$ cat config.mk
export PLATFORM = sky130hd
export DESIGN_NAME = acms_div
export DESIGN_NICKNAME = d
export VERILOG_FILES = /design/src/rtl/core/acms_pkg.sv /design/src/rtl/core/acms_div.sv
export SDC_FILE = /design/constraint.sdc
export NUM_CORES = 1
export LEC_CHECK = 0
export ABC_AREA = 1
export CORE_MARGIN = 2
export CORE_UTILIZATION = 45
export DETAILED_ROUTE_END_ITERATION = 8
export DONT_BUFFER_PORTS = 1
export SKIP_CTS_REPAIR_TIMING = 1
export SYNTH_ARGS = -nofsm -noshare
export SYNTH_HDL_FRONTEND = slang
export SYNTH_SLANG_ARGS = --single-unit
$ cat constraint.sdc
create_clock -name clk_i -period 2 [get_ports clk_i]
set_input_delay 0.4 -clock clk_i [delete_from_list [all_inputs] [get_ports clk_i]]
set_output_delay 0.4 -clock clk_i [all_outputs]
set_load 0.01 [all_outputs]
$ cat src/rtl/core/acms_pkg.sv
// Shared constants for the ADC current meter statistics block.
package acms_pkg;

  localparam int TABLE_POINTS = 16;
  localparam int TAB_IDX_W    = $clog2(TABLE_POINTS);
  localparam int PC_W         = 5;

  // Request kinds carried on tuser
  localparam logic CMD_LOAD   = 1'b0;
  localparam logic CMD_SAMPLE = 1'b1;

  // Reciprocal of 32767 in Q.46, exact for dividends below 2^31
  localparam logic [31:0] SC_RECIP = 32'd2147549187;

  // Shared divider: unsigned magnitudes, one quotient bit per cycle
  localparam int DIV_N_W   = 48;
  localparam int DIV_D_W   = 32;
  localparam int DIV_CNT_W = $clog2(DIV_N_W);

  typedef enum logic [2:0] {
    CFG_CAL_ENABLE   = 3'd0,
    CFG_CAL_ZERO_IN  = 3'd1,
    CFG_CAL_ZERO_OUT = 3'd2,
    CFG_CAL_SLOPE    = 3'd3,
    CFG_POINT_COUNT  = 3'd4,
    CFG_HOUR_SCALE   = 3'd5
  } cfg_idx_e;

endpackage

$ cat src/rtl/core/acms_div.sv
// Radix-2 restoring divider on unsigned magnitudes, one quotient bit per cycle.
module acms_div
  import acms_pkg::*;
(
  input  logic               clk_i,
  input  logic               rst_ni,
  input  logic               start_i,
  input  logic [DIV_N_W-1:0] dividend_i,
  input  logic [DIV_D_W-1:0] divisor_i,
  output logic               busy_o,
  output logic               done_o,
  output logic [DIV_N_W-1:0] quotient_o
);

  logic                 busy_q;
  logic                 done_q;
  logic [DIV_CNT_W-1:0] cnt_q;
  logic [DIV_D_W-1:0]   rem_q;
  logic [DIV_D_W-1:0]   dsr_q;
  logic [DIV_N_W-1:0]   quo_q;
  logic [DIV_D_W:0]     rem_sh;
  logic                 ge;

  assign rem_sh = {rem_q, quo_q[DIV_N_W-1]};
  assign ge     = rem_sh >= {1'b0, dsr_q};

  always_ff @(posedge clk_i or negedge rst_ni) begin
    if (!rst_ni) begin
      busy_q <= 1'b0;
      done_q <= 1'b0;
      cnt_q  <= '0;
      rem_q  <= '0;
      dsr_q  <= '0;
      quo_q  <= '0;
    end else begin
      done_q <= 1'b0;
      if (start_i) begin
        busy_q <= 1'b1;
        cnt_q  <= '0;
        rem_q  <= '0;
        dsr_q  <= divisor_i;
        quo_q  <= dividend_i;
      end else if (busy_q) begin
        rem_q <= ge ? DIV_D_W'(rem_sh - {1'b0, dsr_q}) : rem_sh[DIV_D_W-1:0];
        quo_q <= {quo_q[DIV_N_W-2:0], ge};
        cnt_q <= cnt_q + 1'b1;
        if (cnt_q == DIV_CNT_W'(DIV_N_W - 1)) begin
          busy_q <= 1'b0;
          done_q <= 1'b1;
        end
      end
    end
  end

  assign busy_o     = busy_q;
  assign done_o     = done_q;
  assign quotient_o = quo_q;

endmodule

* Word level (Yosys, flattened, before mapping) *
Index checks and enable logic that the tools add are counted.

operators by class
  add/sub/neg operators = 2
  $lt $le $gt $ge = 1
  eq/ne operators = 1
  multiplexer cells = 13
  reductions and logical operators = 1

operators with widths
  operator             count
  $mux 32              3
  $mux 48              2
  $ge 33x32->1         1
  $sub 32x32->32       1
  $mux 6               2
  $add 6x1->6 const B  1
  $eq 6x6->1 const B   1
  $mux 1               6
  $reduce_bool 2->1    1

storage, ports and cells
  register bits after elaboration = 120
  output and inout bits = 50

* Logic depth before layout (Yosys ltp) *
Gate-level depths: netlist of the first run.

  depth after elaboration = 4
  gate-level depth with buffers = 17

* Least setup slack after synthesis of the first run *
No wires, ideal clock.

  kind = flip-flop to flip-flop
  start = reg quo_q[47], in the netlist quotient_o[47]
  end = reg rem_q[28]
  arrival time = 1887 ps
  slack = -3 ps
  cell stages (with the launch flop) = 16
  path through = dfrtp_1 > inv_1 > ha_1 > fa_1 > inv_1 > nand2_1 > nand2_1 > nand2_1 > nand2_1 > nand2_1 > nand2_1 > nand2_1 > nand3_1 > nand3_1 > nand2_1 > nand2_1

on the way
  longest elaborated chain between the ends = 4
  elaborated cells on any way between the ends = 5

RTL lines
  item                                            RTL line                        source
  start: declaration                              acms_div.sv:20                  logic [DIV_N_W-1:0] quo_q;
  start signal: assignment                        acms_div.sv:42                  quo_q <= dividend_i;
  start signal: assignment                        acms_div.sv:45                  quo_q <= {quo_q[DIV_N_W-2:0], ge};
  $sub 32x32->32 or $ge 33x32->1 (tied branches)  acms_div.sv:44, acms_div.sv:25
  $mux 32 (*)                                     acms_div.sv:44                  rem_q <= ge ? DIV_D_W'(rem_sh - {1'b0, dsr_q}) : rem_sh[DIV_D_W-1:0];
  $mux 32 (*)                                     acms_div.sv:43                  end else if (busy_q) begin
  $mux 32 (*)                                     acms_div.sv:37                  if (start_i) begin
  end signal: assignment                          acms_div.sv:44
  end: declaration                                acms_div.sv:18                  logic [DIV_D_W-1:0] rem_q;

Every way passes the cells marked *; elsewhere a longest branch is shown, timed or not. The select of a mux whose other input is x is not followed.
A chain may end at the register's enable or synchronous reset.

* Final worst setup path of the first run *
  start = reg rem_q[18]
  end = reg rem_q[5]

on the way
  longest elaborated chain between the ends = 4

RTL lines
  item          RTL line        source
  $ge 33x32->1  acms_div.sv:25  assign ge = rem_sh >= {1'b0, dsr_q};
  $mux 32       acms_div.sv:44
  $mux 32       acms_div.sv:43
  $mux 32       acms_div.sv:37

Every way passes these cells. The select of a mux whose other input is x is not followed.

==> results of run 1 <==
-- placed cells by master, fill, tap and decap left out, types with 2 or more instances in the layout --
cell and count:
a21oi_1 18, a21oi_2 3, a22oi_1 2, and2_1 4, buf_12 4, buf_4 161
buf_6 3, bufinv_16 2, clkbuf_16 18, clkinv_4 2, dfrtp_1 120, ha_1 6
ha_4 27, inv_1 206, inv_2 14, inv_6 8, inv_8 2, nand2_1 415
nand2_2 38, nand2_4 5, nand3_1 59, nand3_2 12, nand3b_1 7, nand4_1 11
nor2_1 31, nor2_2 10, nor2_4 5, nor3_1 7, o211ai_1 2, o21a_1 2
o21ai_0 37, o21ai_1 2, o21ai_2 2, o21bai_1 3, o221ai_1 43, xnor2_1 3
xor2_1 10
-- stage by stage --
step	worst slack (ns)	hold WS [ns]	std cells	power [mW]
after floorplan	0.0193	0.104	1149	7.22
after global placement	-0.324	0.110	1497	10.2
after detailed placement	-0.339	0.108	1497	10.2
after CTS	-0.366	-0.350	1529	13.5
after global routing	-0.247	-0.355	1540	16.0
final	-0.136	-0.335	1540	14.9
-- kinds of logic after synthesis --
family | count (synthesis) | synth area share
AOI/OAI and AO/OA | 116 | 0.0986
xor gates and xnor gates | 14 | 0.0157
adders and majority gates | 34 | 0.0553
buffers and inverters | 257 | 0.128
DFF | 120 | 0.384
and+or+nand+nor | 608 | 0.319
-- final timing paths --
| kind | start | to | slack [ns] | cells past startpoint |
|---|---|---|---|---|
| setup reg to reg | rem_q[18]$_DFFE_PN0P_ | rem_q[5]$_DFFE_PN0P_ | -0.14 | 15 |
| hold / removal | rst_ni | dsr_q[14]$_DFFE_PN0P_ | -0.34 | 0 |
| max in group asynchronous | rst_ni | dsr_q[24]$_DFFE_PN0P_ | 2.08 | 0 |
| hold reg to reg | rem_q[31]$_DFFE_PN0P_ | rem_q[31]$_DFFE_PN0P_ | 0.52 | 2 |
| setup / recovery | rem_q[18]$_DFFE_PN0P_ | rem_q[5]$_DFFE_PN0P_ | -0.14 | 15 |
| min in group clk_i | start_i | cnt_q[2]$_DFFE_PN0P_ | 0.07 | 1 |
-- routing by layer --
metal	track usage	part of all wire	routed length [um]	vias up
met4	0.0943	0.020	464	0
li1	-	-	-	3894
met5	0	0	0	-
met2	0.402	0.47	10700	195
met1	0.322	0.46	10500	3516
met3	0.0552	0.054	1240	32
-- sequential cells by signal, summed over array words and instances, names as in the netlist --
| name | flops |
|---|---|
| rem_q | 32 |
| busy_o | 1 |
| cnt_q | 6 |
| quotient_o | 48 |
| dsr_q | 32 |
| done_o | 1 |
-- report_power, final --
| group | total (mW) | switching [mW] | internal (mW) |
|---|---|---|---|
| registers | 3.25 | 0.405 | 2.84 |
| clock network | 3.20 | 1.31 | 1.89 |
| logic | 8.46 | 4.43 | 4.02 |
| total | 14.9 | 6.15 | 8.75 |
-- worst max-delay path, cell delays in order (launching register included) --
cell     delay (ns)
dfrtp_1        0.41
ha_4           0.29
buf_6          0.11
nand2_4        0.05
nor2_4         0.11
inv_2          0.06
nor2_4         0.12
nand2_2        0.09
nor3_4         0.22
nor2_4         0.08
nand2_8        0.12
buf_12         0.15
nand2_2        0.07
nand2_2        0.06
nand2_1        0.05
nand2_1        0.08
-- area by class of cell --
class	instances	share of cell area
clock buffer	17	0.0404
clock inverter	15	0.0169
inverter	221	0.0788
multi-input combinational	772	0.423
sequential	120	0.285
tap	225	0.0267
timing repair buffer	170	0.129
==> metrics.cfg, run 1 <==
[run_status]
outcome=finished, violations left
violations=hold timing, setup timing

[die]
io-pin-count=133
core_area_mm2=0.0172
die_w_um=136
rows=48
start_util=0.456
die_h_um=136
die_area_mm2=0.0185

[cts]
clk_pin_slew_ns=0.07
cts_made_buffers=17
clock_latency_ns=0.43
cts_root_buf=clkbuf_16
cts_tree=yes
cts_buffer_depth=2
cts_sinks=120
htreeDepth=4

[timing]
relSlewSlack=0.708
skew_ns=0.00959
setup_slack_ns=-0.136
grt_setup_unrepaired=yes
finalSetupViolations=32
fin_tns_setup_ns=-2.88
whs_ns=-0.335
worstMarginPinSlew_ns=0.439
period_minus_slack_ns=2.14
slew_violations=0
fmax_ghz=0.468
post-route-period-util=1.07
hold_violations=120

[drt]
drtIter0Drc=491
ant_nets=0
vias_per_cell=4.96
first_pass_iters=5
finalWirelength_um=22900
via_count=7637
drc=0
routedWlPerCell_um=14.9

[layout]
final_util=0.613
nFillCells=1614
multi_input_area_mm2=0.00445
regArea_mm2=0.00300
antenna_cells=0
areaGrowthSynthToFinish_pct=34.5
finalInstanceArea_mm2=0.0105
fin_nets=1419
drive_gt1_frac=0.247

[grt]
grt_pass1_wl_um=35600
grt_max_degree=121
grt_pass1_vias=7262
antenna_found_initial=0
grt.overflow.total=0
grt_usage=0.247

[setup_path]
arrival_ns=2.50
end_kind=flop
path_max_fanout=8
cp.required_ns=2.36
crit_type=flop to flop
crit_path_start_kind=flop

[place]
port_buffers=0
gp_congestion=0.943
placedInstanceArea_mm2=0.00917
post-dp-hpwl_um=16400

[power]
max-vdd-ir-drop_mv=0.866
powerDensity_mw_per_mm2=1420
p_leak_nw=5.76

[logic_synthesis]
ys_seq_elements=120
async_reset_ff_frac=1.00
synth_top_area_cell=dfrtp_1
synth_top_area_share=0.384
synth-edff-count=0
synthTopCellsByCount=456 x nand2_1, 217 x inv_1, 120 x dfrtp_1
yosys-top-cells-area=dfrtp_1 38%, nand2_1 22%, inv_1 10%
mappedNetlistArea_mm2=0.00783
ys.flop_type=dfrtp_1
seq_area_frac_synth=0.384
synth_nets=1266
yosysMostFrequentCell=nand2_1
yosysWarnings=0
syn_inst=1149
syn_area_per_cell_um2=6.81
synth_cell_types=37

[hold_path]
hp-class=primary input to async pin

[run]
cap_violations=0

Note: power is estimated with default switching activity, not from simulation.
==> inputs of run 2 (changes only) <==
- RECOVER_POWER: default -> 50
==> metrics.cfg, run 2 (synthesis gave the netlist of run 1 again) <==
[power]
powerDensity_mw_per_mm2=1420  ; about the same
p_leak_nw=5.76  ; about the same
max-vdd-ir-drop_mv=0.865  ; was 0.866 mV

[drt]
drtIter0Drc=493  ; was 491
ant_nets=0  ; unchanged
dr_wl_met3_um=1240  ; about the same
met2WireLength_um=10700  ; about the same
vias_per_cell=4.96  ; unchanged
via_count=7637  ; unchanged
drc=0  ; unchanged
top_layer=met4  ; unchanged
wl_met1_um=10500  ; about the same
finalWirelength_um=22900  ; about the same
first_pass_iters=5  ; unchanged
routedWlPerCell_um=14.9  ; about the same

[layout]
layout_common_cells=415 x nand2_1, 209 x inv_1, 161 x buf_4, 120 x dfrtp_1, 59 x nand3_1  ; was 415 x nand2_1, 206 x inv_1, 161 x buf_4, 120 x dfrtp_1, 59 x nand3_1
drive_gt1_frac=0.245  ; was 0.247
finalInstanceArea_mm2=0.0105  ; unchanged
nFillCells=1614  ; unchanged
antenna_cells=0  ; unchanged
final_common_cell=nand2_1  ; unchanged
fin_nets=1419  ; unchanged
largest_register_ffs=48  ; unchanged
areaGrowthSynthToFinish_pct=34.5  ; unchanged

[setup_path]
arrival_ns=2.50  ; about the same
path_max_fanout=8  ; unchanged
crit_type=flop to flop  ; unchanged
cp.required_ns=2.36  ; about the same
r2r-end=rem_q[5]$_DFFE_PN0P_  ; unchanged
crit_path_start_kind=flop  ; unchanged
end_kind=flop  ; unchanged
reg2reg_from=rem_q[18]$_DFFE_PN0P_  ; unchanged
ff2ff_path_depth=15  ; unchanged
reg2reg_slack_ns=-0.14  ; about the same

[die]
die_area_mm2=0.0185  ; unchanged
die_h_um=136  ; unchanged
io-pin-count=133  ; unchanged
rows=48  ; unchanged
start_util=0.456  ; unchanged
die_w_um=136  ; unchanged
core_area_mm2=0.0172  ; unchanged

[cts]
clk_pin_slew_ns=0.07  ; about the same
clock_latency_ns=0.43  ; about the same
cts_root_buf=clkbuf_16  ; unchanged
cts_sinks=120  ; unchanged
htreeDepth=4  ; unchanged
cts_made_buffers=17  ; unchanged
cts_buffer_depth=2  ; unchanged
cts_tree=yes  ; unchanged

[place]
placedInstanceArea_mm2=0.00917  ; unchanged
gp_congestion=0.943  ; unchanged
post-place-ws_ns=-0.339  ; unchanged
post-dp-hpwl_um=16400  ; unchanged
port_buffers=0  ; unchanged

[grt]
antenna_found_initial=0  ; unchanged
grt_pass1_vias=7262  ; unchanged
grt.overflow.total=0  ; unchanged
grt_pass1_wl_um=35600  ; unchanged
grt_usage=0.247  ; unchanged
grt_max_degree=121  ; unchanged

[timing]
grt_setup_unrepaired=yes  ; unchanged
fmax_ghz=0.468  ; about the same
finalSetupViolations=32  ; unchanged
whs_ns=-0.335  ; about the same
hold_violations=120  ; unchanged
relSlewSlack=0.706  ; was 0.708
period_minus_slack_ns=2.14  ; about the same
slew_violations=0  ; unchanged
worstMarginPinSlew_ns=0.441  ; was 0.439 ns
setup_slack_ns=-0.136  ; about the same
post-route-period-util=1.07  ; about the same
skew_ns=0.00959  ; about the same

[run_status]
outcome=finished, violations left  ; unchanged
violations=hold timing, setup timing  ; unchanged

[run]
cap_violations=0  ; unchanged

[hold_path]
hp-class=primary input to async pin  ; unchanged

## run 2: changes by cell type in the layout (fill, tap and decap cells not counted)
cell | previous run | this run
inv_2 | 14 | 11
inv_1 | 206 | 209
## run 2: how the worst max path moves through the flow
stage	slack (ns)	to	startpoint
after global routing	-0.25	rem_q[17]$_DFFE_PN0P_	rem_q[18]$_DFFE_PN0P_
final	-0.14	rem_q[5]$_DFFE_PN0P_	rem_q[18]$_DFFE_PN0P_
after detailed placement	-0.34	rem_q[30]$_DFFE_PN0P_	quotient_o[47]$_DFFE_PN0P_
after CTS	-0.37	rem_q[30]$_DFFE_PN0P_	quotient_o[47]$_DFFE_PN0P_
after global placement	-0.32	rem_q[30]$_DFFE_PN0P_	quotient_o[47]$_DFFE_PN0P_
after floorplan	0.02	rem_q[30]$_DFFE_PN0P_	quotient_o[47]$_DFFE_PN0P_
## run 2: cell type report
type | count | area (um^2) | area share
multi-input cells | 772 | 4450 | 0.423
repair buffers | 170 | 1360 | 0.129
clock buffers | 17 | 425 | 0.0404
well taps | 225 | 282 | 0.0267
clock inverters | 15 | 178 | 0.0169
inverters | 221 | 830 | 0.0788
flip-flops and latches | 120 | 3000 | 0.285
## run 2: stage by stage
stage          hold WS (ns)  utilization  setup TNS (ns)  power [mW]  instances
2_1_floorplan         0.104            -               0        7.22       1149
3_3_place_gp          0.110        0.534           -6.73        10.2       1497
3_5_place_dp          0.108        0.534           -6.86        10.2       1497
4_1_cts              -0.350        0.569           -7.50        13.5       1529
5_1_grt              -0.355        0.613           -6.72        16.0       1540
6_report             -0.335        0.613           -2.88        14.9       1540
## run 2: critical path: stages (launching register included)
cell     delay, ns
dfrtp_1       0.41
ha_4          0.29
buf_6         0.11
nand2_4       0.05
nor2_4        0.11
inv_2         0.06
nor2_4        0.12
nand2_2       0.09
nor3_4        0.22
nor2_4        0.08
nand2_8       0.12
buf_12        0.15
nand2_2       0.07
nand2_2       0.06
nand2_1       0.05
nand2_1       0.08
## run 2: per-layer routing
metal  track usage  up-vias
met5             0        -
li1              -     3894
met3        0.0552       32
met1         0.322     3514
met4        0.0943        0
met2         0.402      197
## run 2: where the power goes
group          internal (mW)  leakage (nW)  switching [mW]
Sequential              2.84          1.50           0.404
Combinational           4.02          3.97            4.43
Clock                   1.89         0.294            1.32
Total                   8.75          5.76            6.15
==> inputs of run 3 (changes only) <==
- ABC_AREA: 1 -> default
- clock period: 2 -> 2.65 ns (I/O delays scaled with it)
==> metrics.cfg, run 3 <==
[grt]
grt.overflow.total=0  ; unchanged
grt_max_degree=196  ; was 121
grt_usage=0.204  ; was 0.247
antenna_found_initial=0  ; unchanged
grt_pass1_wl_um=28900  ; was 35600 um
grt_pass1_vias=5829  ; was 7262

[drt]
top_layer=met4  ; unchanged
wl_met1_um=8240  ; was 10500 um
first_pass_iters=5  ; unchanged
routedWlPerCell_um=17.2  ; was 14.9 um
finalWirelength_um=18000  ; was 22900 um
met2WireLength_um=8750  ; was 10700 um
drc=0  ; unchanged
ant_nets=0  ; unchanged
drtIter0Drc=351  ; was 493
via_count=5858  ; was 7637
dr_wl_met3_um=711  ; was 1240 um
vias_per_cell=5.61  ; was 4.96

[timing]
grt_setup_unrepaired=yes  ; unchanged
slew_violations=0  ; unchanged
setup_slack_ns=-0.0221  ; was -0.136 ns
whs_ns=-0.202  ; was -0.335 ns
relSlewSlack=0.731  ; was 0.706
worstMarginPinSlew_ns=0.404  ; was 0.441 ns
fin_tns_setup_ns=-0.0221  ; was -2.88 ns
finalSetupViolations=1  ; was 32
period_minus_slack_ns=2.67  ; was 2.14 ns
fmax_ghz=0.374  ; was 0.468 GHz
skew_ns=0.00966  ; was 0.00959 ns
hold_violations=120  ; unchanged
post-route-period-util=1.01  ; was 1.07

[setup_path]
reg2reg_slack_ns=-0.02  ; was -0.14 ns
crit_path_start_kind=flop  ; unchanged
crit_start=dsr_q[0]$_DFFE_PN0P_  ; was rem_q[18]$_DFFE_PN0P_
ff2ff_path_depth=10  ; was 15
r2r-end=rem_q[24]$_DFFE_PN0P_  ; was rem_q[5]$_DFFE_PN0P_
endpoint=rem_q[24]$_DFFE_PN0P_  ; was rem_q[5]$_DFFE_PN0P_
arrival_ns=3.00  ; was 2.50 ns
reg2reg_from=dsr_q[0]$_DFFE_PN0P_  ; was rem_q[18]$_DFFE_PN0P_
end_kind=flop  ; unchanged
path_max_fanout=3  ; was 8
crit_type=flop to flop  ; unchanged
cp.required_ns=2.98  ; was 2.36 ns

[power]
max-vdd-ir-drop_mv=0.501  ; was 0.865 mV
p_leak_nw=4.17  ; was 5.76 nW
powerDensity_mw_per_mm2=1020  ; was 1420 mW/mm^2

[logic_synthesis]
yosysWarnings=0  ; unchanged
synth_top_area_cell=dfrtp_1  ; unchanged
async_reset_ff_frac=1.00  ; unchanged
synth_top_area_share=0.413  ; was 0.384
synth_nets=917  ; was 1266
mappedNetlistArea_mm2=0.00727  ; was 0.00783 mm^2
yosysMostFrequentCell=nand2_1  ; unchanged
syn_inst=800  ; was 1149
ys.flop_type=dfrtp_1  ; unchanged
synth-edff-count=0  ; unchanged
syn_area_per_cell_um2=9.09  ; was 6.81 um^2
seq_area_frac_synth=0.413  ; was 0.384
synthTopCellsByCount=122 x nand2_1, 120 x dfrtp_1, 94 x o21ai_0  ; was 456 x nand2_1, 217 x inv_1, 120 x dfrtp_1
yosys-top-cells-area=dfrtp_1 41%, mux2i_1 9.4%, o21ai_0 6.5%  ; was dfrtp_1 38%, nand2_1 22%, inv_1 10%
ys_seq_elements=120  ; unchanged
synth_cell_types=69  ; was 37

[die]
start_util=0.460  ; was 0.456
io-pin-count=133  ; unchanged
die_w_um=131  ; was 136 um
core_area_mm2=0.0158  ; was 0.0172 mm^2
die_area_mm2=0.0172  ; was 0.0185 mm^2
die_h_um=131  ; was 136 um
rows=46  ; was 48

[run]
cap_violations=0  ; unchanged

[layout]
final_common_cell=nand2_1  ; unchanged
drive_gt1_frac=0.170  ; was 0.245
antenna_cells=0  ; unchanged
regArea_mm2=0.00301  ; was 0.00300 mm^2
layout_common_cells=120 x nand2_1, 118 x dfrtp_1, 93 x o21ai_0, 68 x mux2i_1, 45 x nor2_1  ; was 415 x nand2_1, 209 x inv_1, 161 x buf_4, 120 x dfrtp_1, 59 x nand3_1
areaGrowthSynthToFinish_pct=18.8  ; was 34.5%
nFillCells=1426  ; was 1614
final_util=0.546  ; was 0.613
fin_nets=933  ; was 1419
layout.cells.non_filler=1044  ; was 1540
multi_input_area_mm2=0.00419  ; was 0.00445 mm^2
largest_register_ffs=48  ; unchanged

[cts]
cts_buffer_depth=2  ; unchanged
cts_made_buffers=17  ; unchanged
cts_sinks=120  ; unchanged
clk_pin_slew_ns=0.06  ; was 0.07 ns
clock_latency_ns=0.42  ; was 0.43 ns
cts_tree=yes  ; unchanged
cts_root_buf=clkbuf_16  ; unchanged
htreeDepth=4  ; unchanged

[place]
port_buffers=0  ; unchanged
gp_congestion=0.893  ; was 0.943
dp.cells=1005  ; was 1497
post-dp-hpwl_um=11800  ; was 16400 um

[hold_path]
hp-class=primary input to async pin  ; unchanged

[run_status]
outcome=finished, violations left  ; unchanged
violations=hold timing, setup timing  ; unchanged

-- run 3: changes by cell type in the layout (fill, tap and decap cells not counted), sizes merged, moves of 13 or more --
cell    previous run  this run
nand2            459       122
buf              169        43
nand3             71        17
mux2i              0        68
inv              230        45
a21o               0        13
a211oi             0        22
xnor2              3        17
o21ai             41        99
o221ai            43         1
a21oi             22        37
-- run 3: area by class of cell --
type / count / share of cell area
Multi-Input combinational cell: 588 / 0.485
Sequential cell: 120 / 0.348
Tap cell: 216 / 0.0313
Clock buffer: 20 / 0.0529
Clock inverter: 11 / 0.0172
Inverter: 45 / 0.0195
Timing Repair Buffer: 44 / 0.0465
-- run 3: stage by stage --
| stage | hold WS [ns] | total power [mW] | cell area (um^2) | setup slack [ns] |
|---|---|---|---|---|
| floorplan | 0.234 | 5.00 | 7280 | 0.00739 |
| global placement | 0.240 | 5.80 | 7650 | 0.0187 |
| detailed placement | 0.241 | 5.89 | 7650 | -0.0582 |
| CTS | -0.211 | 8.33 | 8260 | -0.0742 |
| global route | -0.213 | 9.35 | 8640 | -0.0992 |
| finish | -0.202 | 8.81 | 8640 | -0.0221 |
-- run 3: logic make-up after synthesis --
family	share of synthesized area
simple gates	0.143
compound gates	0.202
mux	0.0951
flops	0.413
fa+ha+maj	0.0595
buf+inv	0.0557
xor+xnor	0.0313
-- run 3: layer usage --
metal | track usage | up-vias
met2 | 0.326 | 136
met1 | 0.273 | 2820
met4 | 0.0767 | 0
li1 | - | 2880
met3 | 0.0421 | 22
met5 | 0 | -
-- run 3: critical path: stages, from the launching register on --
cell      delay (ns)
dfrtp_1         0.40
ha_4            0.18
fa_2            0.39
nor2b_4         0.14
o31a_4          0.17
o211ai_4        0.09
a211o_4         0.37
a21boi_4        0.20
nor4_2          0.05
a2111o_1        0.36
a311oi_2        0.23
-- run 3: where the power goes --
group	switching [mW]	leakage, nW	internal [mW]
Clock	0.865	0.288	1.52
Sequential	0.304	1.51	2.13
Combinational	2.08	2.38	1.91
-- run 3: worst min-delay path by stage --
stage / slack [ns] / from / cells after the start / to
detailed placement: 0.24 / rst_ni / 0 / dsr_q[12]$_DFFE_PN0P_
global placement: 0.24 / rst_ni / 0 / dsr_q[12]$_DFFE_PN0P_
finish: -0.20 / rst_ni / 0 / dsr_q[13]$_DFFE_PN0P_
floorplan: 0.23 / rst_ni / 0 / busy_o$_DFF_PN0_
CTS: -0.21 / rst_ni / 0 / quotient_o[35]$_DFFE_PN0P_
global route: -0.21 / rst_ni / 0 / dsr_q[12]$_DFFE_PN0P_
